[src/design/tksh_pkg.sv]
// ----------------------------------------------------------------------------
// tksh_pkg
// Shared types and constants of the table-keyed string hash.
// ----------------------------------------------------------------------------
package tksh_pkg;

    // Field widths of one input word and one result word.
    localparam int KEY_BYTE_W  = 8;
    localparam int TABLE_ROW_W = 3;
    localparam int HASH_W      = 32;

    // Entries in one row of the seed table.
    localparam int ROW_SIZE    = 256;

    // Congruential generator: s = (s * 125 + 3) mod 0x2AAAAB.
    // Three times the modulus is 2^23 + 1, so the product folds at bit 23.
    localparam int LCG_W       = 22;
    localparam int LCG_PROD_W  = 29;
    localparam int LCG_FOLD_SH = 23;
    localparam int LCG_HALF_W  = 16;
    localparam logic [LCG_W-1:0] LCG_START = 22'h100001;
    localparam logic [6:0]       LCG_MUL   = 7'd125;
    localparam logic [1:0]       LCG_ADD   = 2'd3;
    localparam logic [LCG_W-1:0] LCG_MOD   = 22'h2AAAAB;
    localparam logic [LCG_FOLD_SH:0] LCG_MOD3 = 24'h800001;

    // Seed values at the start of a key.
    localparam logic [HASH_W-1:0] SEED1_INIT = 32'h7FED7FED;
    localparam logic [HASH_W-1:0] SEED2_INIT = 32'hEEEEEEEE;
    localparam logic [1:0]        SEED2_ADD  = 2'd3;

    // ASCII lower-case range and the offset to upper case.
    localparam logic [KEY_BYTE_W-1:0] CHAR_LOWER_A = 8'h61;
    localparam logic [KEY_BYTE_W-1:0] CHAR_LOWER_Z = 8'h7A;
    localparam logic [KEY_BYTE_W-1:0] CASE_OFFSET  = 8'h20;

    typedef logic [HASH_W-1:0]     hash_t;
    typedef logic [KEY_BYTE_W-1:0] key_byte_t;

endpackage

[src/design/tksh_fill.sv]
// ----------------------------------------------------------------------------
// tksh_fill
// Seed table generator. Steps the congruential sequence through a multiply,
// a fold at bit 23 against 2^23 + 1, then a final compare and subtract, and
// writes one table word for every two steps, column by column.
// ----------------------------------------------------------------------------
module tksh_fill import tksh_pkg::*;
#(
    parameter int TABLE_ROWS = 5
)
(
    input  logic                                    clk,
    input  logic                                    rst_n,
    output logic                                    wr_en,
    output logic [$clog2(TABLE_ROWS*ROW_SIZE)-1:0]  wr_addr,
    output logic [HASH_W-1:0]                       wr_data,
    output logic                                    done
);

    localparam int ADDR_W = $clog2(TABLE_ROWS*ROW_SIZE);
    localparam int ROW_W  = (TABLE_ROWS > 1) ? $clog2(TABLE_ROWS) : 1;
    localparam int FOLD_W = LCG_FOLD_SH + 1;
    localparam logic [ROW_W-1:0] LAST_ROW = ROW_W'(TABLE_ROWS - 1);
    localparam logic [7:0]       LAST_COL = 8'(ROW_SIZE - 1);
    localparam logic [FOLD_W-1:0] MOD_X1  = FOLD_W'(LCG_MOD);
    localparam logic [FOLD_W-1:0] MOD_X2  = {MOD_X1[FOLD_W-2:0], 1'b0};

    // Sequencer states.
    localparam logic [1:0] ST_MUL  = 2'd0;
    localparam logic [1:0] ST_FOLD = 2'd1;
    localparam logic [1:0] ST_SUB  = 2'd2;
    localparam logic [1:0] ST_DONE = 2'd3;

    logic [1:0]            state_reg, state_next;
    logic [LCG_W-1:0]      lcg_reg, lcg_next;
    logic [LCG_PROD_W-1:0] rem_reg, rem_next;
    logic                  phase_reg, phase_next;
    logic [LCG_HALF_W-1:0] hi_reg, hi_next;
    logic [ROW_W-1:0]      row_reg, row_next;
    logic [7:0]            col_reg, col_next;

    logic [FOLD_W-1:0]     fold_diff;
    logic [FOLD_W-1:0]     fold_wrap;
    logic [FOLD_W-1:0]     sub_in;
    logic [FOLD_W-1:0]     sub_full;
    logic [LCG_W-1:0]      lcg_reduced;

    // Fold the product: 2^23 is congruent to -1 modulo 2^23 + 1.
    assign fold_diff = {1'b0, rem_reg[LCG_FOLD_SH-1:0]}
                       - FOLD_W'(rem_reg[LCG_PROD_W-1:LCG_FOLD_SH]);
    assign fold_wrap = fold_diff[FOLD_W-1] ? (fold_diff + LCG_MOD3) : fold_diff;

    // The folded value is below three moduli; take off at most two.
    assign sub_in = rem_reg[FOLD_W-1:0];

    always_comb
    begin
        if (sub_in >= MOD_X2)
        begin
            sub_full = sub_in - MOD_X2;
        end
        else if (sub_in >= MOD_X1)
        begin
            sub_full = sub_in - MOD_X1;
        end
        else
        begin
            sub_full = sub_in;
        end
    end

    assign lcg_reduced = sub_full[LCG_W-1:0];

    always_comb
    begin
        state_next = state_reg;
        lcg_next   = lcg_reg;
        rem_next   = rem_reg;
        phase_next = phase_reg;
        hi_next    = hi_reg;
        row_next   = row_reg;
        col_next   = col_reg;
        wr_en      = 1'b0;
        case (state_reg)
            ST_MUL:
            begin
                rem_next   = LCG_PROD_W'(lcg_reg) * LCG_PROD_W'(LCG_MUL)
                             + LCG_PROD_W'(LCG_ADD);
                state_next = ST_FOLD;
            end
            ST_FOLD:
            begin
                rem_next   = LCG_PROD_W'(fold_wrap);
                state_next = ST_SUB;
            end
            ST_SUB:
            begin
                lcg_next   = lcg_reduced;
                state_next = ST_MUL;
                if (!phase_reg)
                begin
                    // First step of a word gives its upper half.
                    hi_next    = lcg_reduced[LCG_HALF_W-1:0];
                    phase_next = 1'b1;
                end
                else
                begin
                    // Second step completes the word; move to next row, or to the next column after the last row.
                    wr_en      = 1'b1;
                    phase_next = 1'b0;
                    if (row_reg == LAST_ROW)
                    begin
                        row_next = '0;
                        col_next = col_reg + 1'b1;
                        if (col_reg == LAST_COL)
                        begin
                            state_next = ST_DONE;
                        end
                    end
                    else
                    begin
                        row_next = row_reg + 1'b1;
                    end
                end
            end
            ST_DONE:
            begin
                state_next = ST_DONE;
            end
            default:
            begin
                state_next = ST_MUL;
            end
        endcase
    end

    assign wr_addr = ADDR_W'({row_reg, col_reg});
    assign wr_data = {hi_reg, lcg_reduced[LCG_HALF_W-1:0]};
    assign done    = (state_reg == ST_DONE);

    // Sequencer registers.
    always_ff @(posedge clk or negedge rst_n)
    begin
        if (!rst_n)
        begin
            state_reg <= ST_MUL;
            lcg_reg   <= LCG_START;
            phase_reg <= 1'b0;
            row_reg   <= '0;
            col_reg   <= '0;
        end
        else
        begin
            state_reg <= state_next;
            lcg_reg   <= lcg_next;
            phase_reg <= phase_next;
            row_reg   <= row_next;
            col_reg   <= col_next;
        end
    end

    // Datapath registers.
    always_ff @(posedge clk)
    begin
        rem_reg <= rem_next;
        hi_reg  <= hi_next;
    end

`ifndef SYNTH
    // Once the table is full it stays full and is never written again.
    a_done_sticky: assert property (@(posedge clk) disable iff (!rst_n)
        done |=> done)
        else $error("fill done dropped");
    a_no_write_after_done: assert property (@(posedge clk) disable iff (!rst_n)
        done |-> !wr_en)
        else $error("table written after fill completed");
    // A word is written only on the second generator step.
    a_write_phase: assert property (@(posedge clk) disable iff (!rst_n)
        wr_en |-> (phase_reg && state_reg == ST_SUB))
        else $error("table write outside the second step");
`endif

endmodule

[config.mk]
export PLATFORM = sky130hd
export DESIGN_NAME = tksh_fill
export DESIGN_NICKNAME = d
export VERILOG_FILES = /design/src/design/tksh_pkg.sv /design/src/design/tksh_fill.sv
export SDC_FILE = /design/constraint.sdc
export NUM_CORES = 1
export LEC_CHECK = 0
export BUFFER_PORTS_ARGS = -buffer_cell sky130_fd_sc_hd__buf_2
export CORE_MARGIN = 3
export CORE_UTILIZATION = 37
export DETAILED_ROUTE_END_ITERATION = 16
export GPL_TIMING_DRIVEN = 0
export PLACE_DENSITY_LB_ADDON = 0.1
export SETUP_SLACK_MARGIN = 0.15
export SLEW_MARGIN = 15
export SYNTH_ARGS = -nofsm -noshare
export SYNTH_HDL_FRONTEND = slang
export SYNTH_SLANG_ARGS = --single-unit
[constraint.sdc]
create_clock -name clk -period 4.5 [get_ports clk]
set_clock_uncertainty 0.1 [all_clocks]
set_input_delay 0.9 -clock clk [delete_from_list [all_inputs] [get_ports clk]]
set_output_delay 0.9 -clock clk [all_outputs]
set_load 0.005 [all_outputs]
Word-level counts from Yosys, hierarchy flattened --
Index checks and enable logic that the tools add are counted. Widths: inputs -> output; s select.
Word-level totals: bits in latches 0, RAM bits 0, memories kept 0, word-level logic and storage cells 40, bits of input ports 2, memory bits (read-only) 0, bits in registers 81
Cells by class: shifts and indexed selects 0, bitwise gates (word level) 1, equal/unequal tests 5, $lt $le $gt $ge 2, multiplexer cells 12, add/subtract/negate cells 7, multipliers 1, reduce and logical (&&, ||, !) cells 5, divide/modulo/power cells 0
Operators with widths (count):
- $pmux 29 s2 | 1
- $mux 22 | 2
- $add 29x2->29 const B | 1
- $mul 22x7->29 const B | 1
- $add 24x24->24 const B | 1
- $ge 24x22->1 const B | 1
- $ge 24x23->1 const B | 1
- $mux 24 | 1
- $sub 23x6->24 | 1
- $sub 22x21->22 const B | 1
- $sub 22x22->22 const B | 1
- $add 8x1->8 const B | 1
- $eq 8x8->1 const B | 1
- $pmux 2 s4 | 1
- $mux 2 | 3
- $eq 2x2->1 const B | 2
- $reduce_and 2->1 | 2
- $add 3x1->3 const B | 1
- $eq 3x3->1 const B | 1
- $mux 1 | 3
- $mux 3 | 1
- $reduce_and 3->1 | 1
- $eq 2x1->1 const B | 1
- $logic_not 2->1 | 1
- other kinds (2) | 2

Logic depth before layout (Yosys ltp) --
Gate-level depths: netlist of run 1.
depth after elaboration 5, mapped depth 17, gate-level depth less buffers 17

Worst setup path after synthesis of run 1 --
No wires, ideal clock.
path kind register to register, from reg lcg_reg[5], to reg rem_reg[23], data pin, data required time 4130 ps, slack -107 ps, stages on the path, launching flop included 15, arrival time 4238 ps, path through dfrtp_1 > inv_1 > fa_1 > fa_1 > fa_1 > fa_1 > inv_1 > ha_1 > nand2_1 > or4_1 > a31oi_1 > o21ai_0 > o21bai_1 > mux2i_1 > a21oi_1
Between the ends: word-level cells in the longest chain between the ends 3
Ends and longest elaborated chain:
- from (decl) | RTL line tksh_fill.sv:35 | logic [LCG_W-1:0] lcg_reg, lcg_next;
- from (signal assigned) | RTL line tksh_fill.sv:155 | lcg_reg <= lcg_next;
- $mul 22x7->29 | RTL line tksh_fill.sv:87 | rem_next = LCG_PROD_W'(lcg_reg) * LCG_PROD_W'(LCG_MUL)
- $add 29x2->29 | RTL line tksh_fill.sv:88 | + LCG_PROD_W'(LCG_ADD);
- $pmux 29 s2 | RTL line tksh_fill.sv:84 | case (state_reg)
- net rem_next[23] | RTL line tksh_fill.sv:36 | logic [LCG_PROD_W-1:0] rem_reg, rem_next;
- to (signal assigned) | RTL line tksh_fill.sv:165 | rem_reg <= rem_next;
- to (decl) | RTL line tksh_fill.sv:36
The timed path passes the listed nets, and every way through them passes these cells. A chain may end at the register's enable or synchronous reset.

Worst setup path after layout of run 1 --
from reg lcg_reg[6], to reg rem_reg[28], data pin
Between the ends: word-level cells in the longest chain between the ends 3
Ends and longest elaborated chain (RTL line):
- $mul 22x7->29 | tksh_fill.sv:87
- $add 29x2->29 | tksh_fill.sv:88
- $pmux 29 s2 | tksh_fill.sv:84
Every way passes these cells.

==> out/metrics.csv, run 1 <==
metric,value,unit
status,finished with violations,
violations,setup timing,
ys_seq_area_frac,0.256,
die_x,160,µm
cpMaxStageDelayCell,fa_1,
synth_edf_count,45,
synth_top_area_cell,fa_1,
drcViolationCount,0,
synth.distinct_cells,68,
cp.arrival,4.66,ns
synthTopCellsByArea,"fa_1 18%, edfxtp_1 15%, ha_1 11%, dfrtp_1 9.6%, inv_1 5.4%",
ff_latch_area,2270,µm²
synthFlopType,edfxtp_1,
slowest_delay,0.55,ns
design.core.area,23100,µm²
num_vias,7001,
worstSkewPairLatency,0.35,ns
io_buffers,46,
hold_class,flop to flop,
top_layer_used,met4,
num_antenna_cells,0,
top_level_ports,47,
cts.clk_slew.worst_paths,0.07,ns
crit_chain,inv_4 -> fa_1 -> fa_1 -> fa_1 -> fa_1 -> inv_1 -> ha_4 -> a21oi_4 -> o21ai_1 -> o21ba_2 -> a211o_1 -> nand3b_1 -> a211o_1 -> nand3_1 -> nor3b_1,
layout-drive-gt1-share,0.259,
cpMostUsedCell,fa_1,
power,1.53,mW
fin_ws,-0.191,ns
syn_avg_cell_area,9.50,µm²
numCtsBuffers,9,
worst-path-buf-inv,2,
grt_max_degree,37,
ys_warn_count,0,
gp_congestion,0.921,
crit_path_start_kind,flop,
r2r_slack,-0.19,ns
p_leak,4.59,nW
wl_met2,11600,µm
synthArstFlopShare,0.444,
synth_compound_area_frac,0.156,
finalSetupViolations,11,
synth-simple-area-share,0.114,
final_cell_mix,"107 x inv_1, 77 x fa_1, 68 x ha_1, 56 x nand2_1, 51 x buf_4",
worst_setup_path_end_kind,flop,
muxShareOfSynthArea,0.0260,
ant_nets,0,
final_area,10600,µm²
power.density,145,nW/µm²
maxSlewViolCount,0,
ir_worst_vdd,0.143,mV
syn_to_final_growth,20.2,%
fillCellCount,2285,
rsz0062_at_grt,true,
grtUsageTotal,0.196,
antenna_found_initial,0,
largest_reg_flops,29,
ctsRootBufferMaster,clkbuf_16,
clk_path_buf_depth,2,
avgViaCountPerCell,5.21,
met3_length,906,µm
synth_top_family_by_area,adder cells,
critPathTopFamily,adder cells,
slew_headroom,0.221,
synth_top_area_frac,0.179,
drt_iter0_drc,349,
post-route-min-period,4.69,ns
tightest_slew,1.16,ns
start_util,0.383,
wl,24700,µm
final_common_cell,inv_1,
placed_area,9540,µm²
postCtsHoldBufs,0,
synthCells,929,
synth_xor_area_frac,0.0705,
cts_tree,built,
hold_viol_final,0,
hpwl,19000,µm
numClockSinks,81,
cp_data_required_time,4.47,ns
wl_met1,11500,µm
synth_adder_area_share,0.294,
syn_area,8820,µm²
first_pass_iters,5,
synth-seq-cells,81,
rows,55,
min_period_over_period,1.04,
htreeDepth,3,
fp.dieArea,25700,µm²
grt.overflow.total,0,
grt_pass1_wl,39500,µm
grt_pass1_vias,7049,
die_h,160,µm
crit_type,flop to flop,
multi_input_area,6310,µm²
post_drt_wl_per_cell,18.4,µm
max_cap_viol_count,0,
crit_fanout,5,
syn-num-nets,1091,
final_nets,1188,
fmax,213,MHz
-- report_power, final --
part / internal (mW) / switching (mW)
Sequential: 0.777 / 0
Clock: 0.411 / 0.337
Combinational: 0.000315 / 0.00738
Total: 1.19 / 0.345
-- per-layer routing --
| metal | up-vias | GRT usage |
|---|---|---|
| met3 | 36 | 0.0255 |
| met4 | 0 | 0.0623 |
| met1 | 3461 | 0.271 |
| li1 | 3370 | - |
| met5 | - | 0 |
| met2 | 134 | 0.321 |
-- cell usage after synthesis, types with 5 or more instances --
library cell / instances
nand3_1: 19
mux2i_1: 6
o21ai_0: 45
or3_1: 6
mux2_2: 15
inv_1: 127
edfxtp_1: 45
nand2_1: 61
clkbuf_1: 29
xnor2_1: 52
nor3_1: 16
and3_1: 5
o21bai_1: 7
ha_1: 81
nand4_1: 8
nand2b_1: 5
dfrtp_1: 34
nor2b_1: 7
a21oi_1: 54
fa_1: 79
nor4_1: 9
and2_1: 5
xor2_1: 19
a211oi_1: 9
nor2_1: 44
a21o_1: 20
o22ai_1: 16
o21a_1: 12
o31ai_1: 8
o211ai_1: 7
buf_4: 16
-- worst reg2reg max path: stages, from the launching register on --
cell and delay, ns:
dfrtp_1 0.41, inv_4 0.12, fa_1 0.45, fa_1 0.55
fa_1 0.44, fa_1 0.52, inv_1 0.08, ha_4 0.28
a21oi_4 0.13, o21ai_1 0.10, o21ba_2 0.24, a211o_1 0.32
nand3b_1 0.25, a211o_1 0.20, nand3_1 0.07, nor3b_1 0.15
-- timing repair --
action | CTS | global route
endpoints found under the setup margin | 34 | 32
pin swaps | 24 | 25
buffers inserted | 29 | 10
gates resized for setup | 73 | 62
-- cell families (layout without fill, tap and decap cells) --
family | Yosys count | after routing
AOI/OAI and AO/OA | 214 | 214
and+or+nand+nor | 203 | 203
buffers and inverters | 179 | 281
adders and majority gates | 160 | 160
DFF | 81 | 81
xor gates and xnor gates | 71 | 71
muxes | 21 | 21
-- layout make-up --
type	instances	area share
clock buffer	13	0.0246
inverter	131	0.0499
multi-input combinational	669	0.595
clock inverter	3	0.00200
tap	313	0.0369
timing repair buffer	86	0.0525
sequential	81	0.214
buffer	48	0.0249
-- per-stage QoR --
| step | utilization | hold slack (ns) | instances | setup TNS, ns | setup WS (ns) |
|---|---|---|---|---|---|
| 2_1_floorplan | - | 0.368 | 929 | 0 | 0.0398 |
| 3_3_place_gp | 0.413 | 0.372 | 1288 | -6.77 | -0.601 |
| 3_5_place_dp | 0.414 | 0.388 | 1289 | -6.20 | -0.579 |
| 4_1_cts | 0.448 | 0.399 | 1334 | -1.60 | -0.221 |
| 5_1_grt | 0.460 | 0.434 | 1344 | -3.21 | -0.345 |
| 6_report | 0.460 | 0.392 | 1344 | -1.14 | -0.191 |
-- worst paths after layout --
check,from,end,depth (start not counted)
worst max-delay path,lcg_reg[6],rem_reg[28],15
worst min-delay path,col_reg[5],col_reg[5],1
worst max register to register,lcg_reg[6],rem_reg[28],15
worst min register to register,col_reg[5],col_reg[5],1
max in group asynchronous,rst_n,lcg_reg[15],1
min in group asynchronous,rst_n,lcg_reg[18],1
Note: power is estimated with default switching activity, not from simulation.
==> run 2, diff against run 1 <==
--- a/config.mk
+++ b/config.mk
@@ -8,4 +8,5 @@
 export BUFFER_PORTS_ARGS = -buffer_cell sky130_fd_sc_hd__buf_2
+export CAP_MARGIN = 20
 export CORE_MARGIN = 3
-export CORE_UTILIZATION = 37
+export CORE_UTILIZATION = 45
 export DETAILED_ROUTE_END_ITERATION = 16
==> constraint.sdc (replaced) <==
create_clock -name clk -period 4.5 [get_ports clk]
set_clock_uncertainty 0.1 [all_clocks]
set_input_delay 0.675 -clock clk [delete_from_list [all_inputs] [get_ports clk]]
set_output_delay 0.675 -clock clk [all_outputs]
set_load 0.005 [all_outputs]
==> out/metrics.csv, run 2 (same netlist as run 1, synthesis figures left out) <==
metric,value,unit,change
status,finished with violations,,
violations,setup timing,,
post-route-min-period,4.66,ns,-0.0341 ns
numCtsBuffers,9,,unchanged
top_level_ports,47,,unchanged
num_antenna_cells,0,,unchanged
grtUsageTotal,0.222,,+0.0258
power_frac_seq,0.510,,+0.003
numClockSinks,81,,unchanged
tightest_slew,0.893,ns,-0.271 ns
p_switching,362,µW,+5.1%
hold_class,primary input to asynchronous set/reset pin,,
cts.clk_slew.worst_paths,0.06,ns,about the same
dp_cells,1237,,-4.0%
crit_path_start_kind,flop,,
pre_cts_slack,-0.578,ns,+0.000762 ns
start_util,0.465,,+0.0827
power,1.52,mW,-0.57%
intPower,1.16,mW,-2.2%
final_area,10400,µm²,-2.0%
clk_path_buf_depth,2,,unchanged
cp_data_required_time,4.48,ns,about the same
first_pass_iters,5,,unchanged
final_nets,1184,,-0.34%
hpwl,17900,µm,-5.6%
syn_to_final_growth,17.8,%,
p_leak,4.52,nW,-1.6%
crit_type,flop to flop,,
cts_tree,built,,
final_common_cell,inv_1,,
placed_area,9480,µm²,-0.62%
avgViaCountPerCell,5.45,,+4.7%
slowest_delay,0.57,ns,+0.02 ns
power.density,147,nW/µm²,+1.5%
worstSkewPairLatency,0.36,ns,about the same
layout-drive-gt1-share,0.237,,-0.0224
rows,50,,-9.1%
gp_congestion,0.943,,+2.3%
clockPowerShare,0.486,,-0.002
rsz0062_at_grt,true,,
fin_cells,1287,,-4.2%
slew_headroom,0.405,,+0.184
final_cell_mix,"107 x inv_1, 76 x fa_1, 70 x ha_1, 57 x nand2_1, 47 x buf_2",,
fin_ws,-0.157,ns,+0.0341 ns
drcViolationCount,0,,unchanged
hold_viol_final,0,,unchanged
die_h,146,µm,-9.0%
max_cap_viol_count,0,,unchanged
fp.dieArea,21300,µm²,-17%
wl,23300,µm,-5.4%
design.core.area,19000,µm²,-18%
htreeDepth,3,,unchanged
post_drt_wl_per_cell,18.1,µm,-1.2%
crit_chain,inv_2 -> fa_1 -> fa_2 -> fa_2 -> fa_1 -> inv_1 -> ha_4 -> nand2_2 -> or4_4 -> a31oi_4 -> o21ai_4 -> o21bai_4 -> mux2i_1 -> a21oi_1,,
fmax,215,MHz,+0.73%
ctsRootBufferMaster,clkbuf_16,,
ir_worst_vdd,0.167,mV,+17%
grt_pass1_wl,37300,µm,-5.7%
maxSlewViolCount,0,,unchanged
io_buffers,46,,unchanged
worst_setup_path_end_kind,flop,,
largest_reg_flops,29,,unchanged
die_x,146,µm,-9.0%
postCtsHoldBufs,0,,unchanged
p_sw_frac,0.238,,+0.0128
grt.overflow.total,0,,unchanged
num_vias,7020,,+0.27%
crit_fanout,7,,+2
finalSetupViolations,13,,+2
ant_nets,0,,unchanged
grt_pass1_vias,6733,,-4.5%
whs,0.327,ns,-0.0656 ns
grt_max_degree,37,,unchanged
cp.arrival,4.64,ns,-0.02 ns
min_period_over_period,1.03,,-0.00758
combPwrFrac,0.005,,about the same
antenna_found_initial,0,,unchanged
cpMaxStageDelayCell,fa_2,,
drt_iter0_drc,420,,+20%
run 2: per-stage QoR:
stage	TNS, ns	utilization
after detailed placement	-5.19	0.500
after global routing	-3.47	0.548
final	-1.11	0.548
after floorplan	0	-
after global placement	-5.26	0.499
after CTS	-0.910	0.542
run 2: layout make-up:
cell class                      instances  area [µm²]
Inverter                              131         522
Multi-Input combinational cell        669        6210
Clock buffer                            9         225
Fill cell                            1742        8560
Sequential cell                        81        2260
Buffer                                 48         254
Timing Repair Buffer                   82         536
Clock inverter                          7        61.3
Tap cell                              260         325
run 2: path summary, 6_finish.rpt:
kind,slack (ns),from,to,cells after the start
hold / removal,0.33,rst_n,lcg_reg[1],1
setup reg to reg,-0.16,lcg_reg[2],rem_reg[23],14
setup / recovery,-0.16,lcg_reg[2],rem_reg[23],14
hold reg to reg,0.38,col_reg[5],col_reg[5],1
min in group clk,0.38,col_reg[5],col_reg[5],1
max in group asynchronous,3.34,rst_n,lcg_reg[16],1
run 2: power by group through the flow:
stage                     sequential (mW)  combinational, mW  clock [mW]
after floorplan                     0.793         0.00000306           0
after global placement              0.792            0.00806           0
after detailed placement            0.792            0.00805           0
after CTS                           0.777            0.00801       0.755
after global routing                0.777            0.00834       0.787
final                               0.777            0.00701       0.740
run 2: routing by layer:
metal  GRT usage  routed length [µm]  share of wire  up-vias
met5           0                   0              0        -
met3      0.0264                1010          0.043       38
met2       0.353               11000           0.47      181
met1       0.311               10600           0.45     3431
met4      0.0913                 753          0.032        0
li1            -                   -              -     3370
run 2: timing repair:
item                       4_1_cts  5_1_grt
pin swaps                       34       16
setup endpoints to repair       30       34
setup buffers                   28        6
gates resized for setup         69       27
run 2: critical path: cells and delay by family, from the launching register on:
| kind | cells | cell delay, ns |
|---|---|---|
| compound gates | 4 | 0.63 |
| simple gates | 2 | 0.54 |
| fa+ha+maj | 5 | 2.27 |
| buf+inv | 2 | 0.16 |
| flops | 1 | 0.46 |
| mux | 1 | 0.22 |
==> run 3, diff against run 2 <==
PLACE_DENSITY_LB_ADDON = unset   (was 0.1)
REMOVE_ABC_BUFFERS = 1   (was unset)
==> out/metrics.csv, run 3 (same netlist as run 1, synthesis figures left out) <==
metric,value,unit,change
clk_path_buf_depth,2,,unchanged
power.density,152,nW/µm²,+3.8%
num_vias,6775,,-3.5%
final_core_util,0.532,,-0.0163
worst-path-buf-inv,4,,+2
whs,0.360,ns,+0.0333 ns
hold_viol_final,0,,unchanged
htreeDepth,3,,unchanged
final_common_cell,inv_1,,
grt_pass1_vias,6669,,-0.95%
drt_iter0_drc,431,,+2.6%
crit_type,flop to flop,,
min_period_over_period,1.05,,+0.0120
grt_max_degree,37,,unchanged
gp_congestion,0.894,,-5.2%
num_antenna_cells,0,,unchanged
status,finished with violations,,
rsz0062_at_grt,true,,
slew_headroom,0.274,,-0.130
io_buffers,46,,unchanged
critPathTopFamily,adder cells,,
cp.arrival,4.72,ns,+0.08 ns
grtUsageTotal,0.210,,-0.0125
rows,50,,unchanged
final_nets,1131,,-4.5%
violations,setup timing,,
numClockSinks,81,,unchanged
cp_data_required_time,4.51,ns,+0.03 ns
finalSetupViolations,15,,+2
p_switching,343,µW,-5.3%
multi_input_area,6190,µm²,-0.32%
fp.dieArea,21300,µm²,unchanged
crit_chain,buf_6 -> fa_2 -> fa_1 -> inv_1 -> fa_1 -> fa_1 -> inv_2 -> ha_4 -> o21ai_2 -> o211ai_1 -> a21o_1 -> a211o_1 -> nand3b_1 -> buf_4 -> a21oi_2 -> xnor2_1 -> nor2_1,,
worstSkewPairLatency,0.36,ns,about the same
postCtsHoldBufs,0,,unchanged
cpMaxStageDelayCell,fa_2,,
layout-drive-gt1-share,0.219,,-0.0179
ff_latch_area,2270,µm²,+0.11%
post-route-min-period,4.71,ns,+0.0542 ns
antenna_found_initial,0,,unchanged
ctsRootBufferMaster,clkbuf_16,,
maxSlewViolCount,0,,unchanged
drcViolationCount,0,,unchanged
worst_setup_path_end_kind,flop,,
grt_pass1_wl,35800,µm,-3.9%
r2r-start,lcg_reg[2],,
syn_to_final_growth,14.3,%,
combPwrFrac,0.005,,about the same
cpMostUsedCell,fa_1,,
slowest_delay,0.58,ns,about the same
cts_tree,built,,
cts.clk_slew.worst_paths,0.07,ns,about the same
crit_fanout,4,,-3
avgViaCountPerCell,5.49,,+0.66%
ir_worst_vdd,0.176,mV,+5.7%
wl,21900,µm,-6.1%
design.core.area,19000,µm²,unchanged
grt.overflow.total,0,,unchanged
p_leak,4.37,nW,-3.4%
clockPowerShare,0.489,,+0.003
hold_class,primary input to asynchronous set/reset pin,,
tightest_slew,1.09,ns,+0.196 ns
intPower,1.19,mW,+2.6%
tns,-1.97,ns,-0.859 ns
startpoint,lcg_reg[2],,
post_drt_wl_per_cell,17.8,µm,-2.0%
fillCellCount,1729,,-0.75%
power_frac_seq,0.506,,-0.004
die_h,146,µm,unchanged
p_sw_frac,0.223,,-0.0141
top_level_ports,47,,unchanged
final_cell_mix,"109 x inv_1, 77 x fa_1, 71 x ha_1, 57 x nand2_1, 47 x xnor2_1",,
fmax,212,MHz,-1.2%
max_cap_viol_count,0,,unchanged
crit_path_start_kind,flop,,
first_pass_iters,5,,unchanged
start_util,0.465,,unchanged
die_x,146,µm,unchanged
fin_ws,-0.211,ns,-0.0542 ns
hpwl,16500,µm,-7.9%
numCtsBuffers,9,,unchanged
largest_reg_flops,29,,unchanged
ant_nets,0,,unchanged
## run 3: final timing paths
path,slack (ns),cells after the start,to
max,-0.21,17,rem_reg[24]
min,0.36,1,lcg_reg[2]
max reg2reg,-0.21,17,rem_reg[24]
min reg2reg,0.40,1,col_reg[5]
max in group asynchronous,3.26,1,lcg_reg[12]
min in group clk,0.40,1,col_reg[5]
## run 3: metrics by stage
stage | cell area [µm²] | instances | setup slack, ns | power [mW]
after floorplan | 8570 | 881 | -0.117 | 0.793
after global placement | 9130 | 1187 | -0.791 | 0.800
after detailed placement | 9180 | 1190 | -0.746 | 0.801
after CTS | 9930 | 1227 | -0.260 | 1.55
after global routing | 10100 | 1234 | -0.340 | 1.58
final | 10100 | 1234 | -0.211 | 1.53
## run 3: cell type report
class,count,area share
Clock buffer,10,0.0248
Timing Repair Buffer,77,0.0485
Inverter,131,0.0515
Multi-Input combinational cell,669,0.613
Sequential cell,81,0.225
Tap cell,260,0.0322
Clock inverter,6,0.00471
## run 3: metal layers
| metal | vias up | track usage | wire length, µm |
|---|---|---|---|
| met5 | - | 0 | 0 |
| met1 | 3308 | 0.298 | 10100 |
| met2 | 170 | 0.333 | 10300 |
| li1 | 3261 | - | - |
| met4 | 0 | 0.0691 | 587 |
| met3 | 36 | 0.0279 | 957 |
## run 3: what timing repair did
action	in CTS	in global routing
setup endpoints to repair	35	30
buffers inserted	21	7
gates resized for setup	83	25
endpoints found under the hold margin	0	0
pin swaps	35	17
## run 3: power groups by stage
stage / registers, mW / clock network (mW) / logic (mW)
6_report: 0.777 / 0.750 / 0.00757
5_1_grt: 0.777 / 0.794 / 0.00881
4_1_cts: 0.777 / 0.769 / 0.00820
3_5_place_dp: 0.792 / 0 / 0.00815
3_3_place_gp: 0.792 / 0 / 0.00804
2_1_floorplan: 0.793 / 0 / 0.00000294
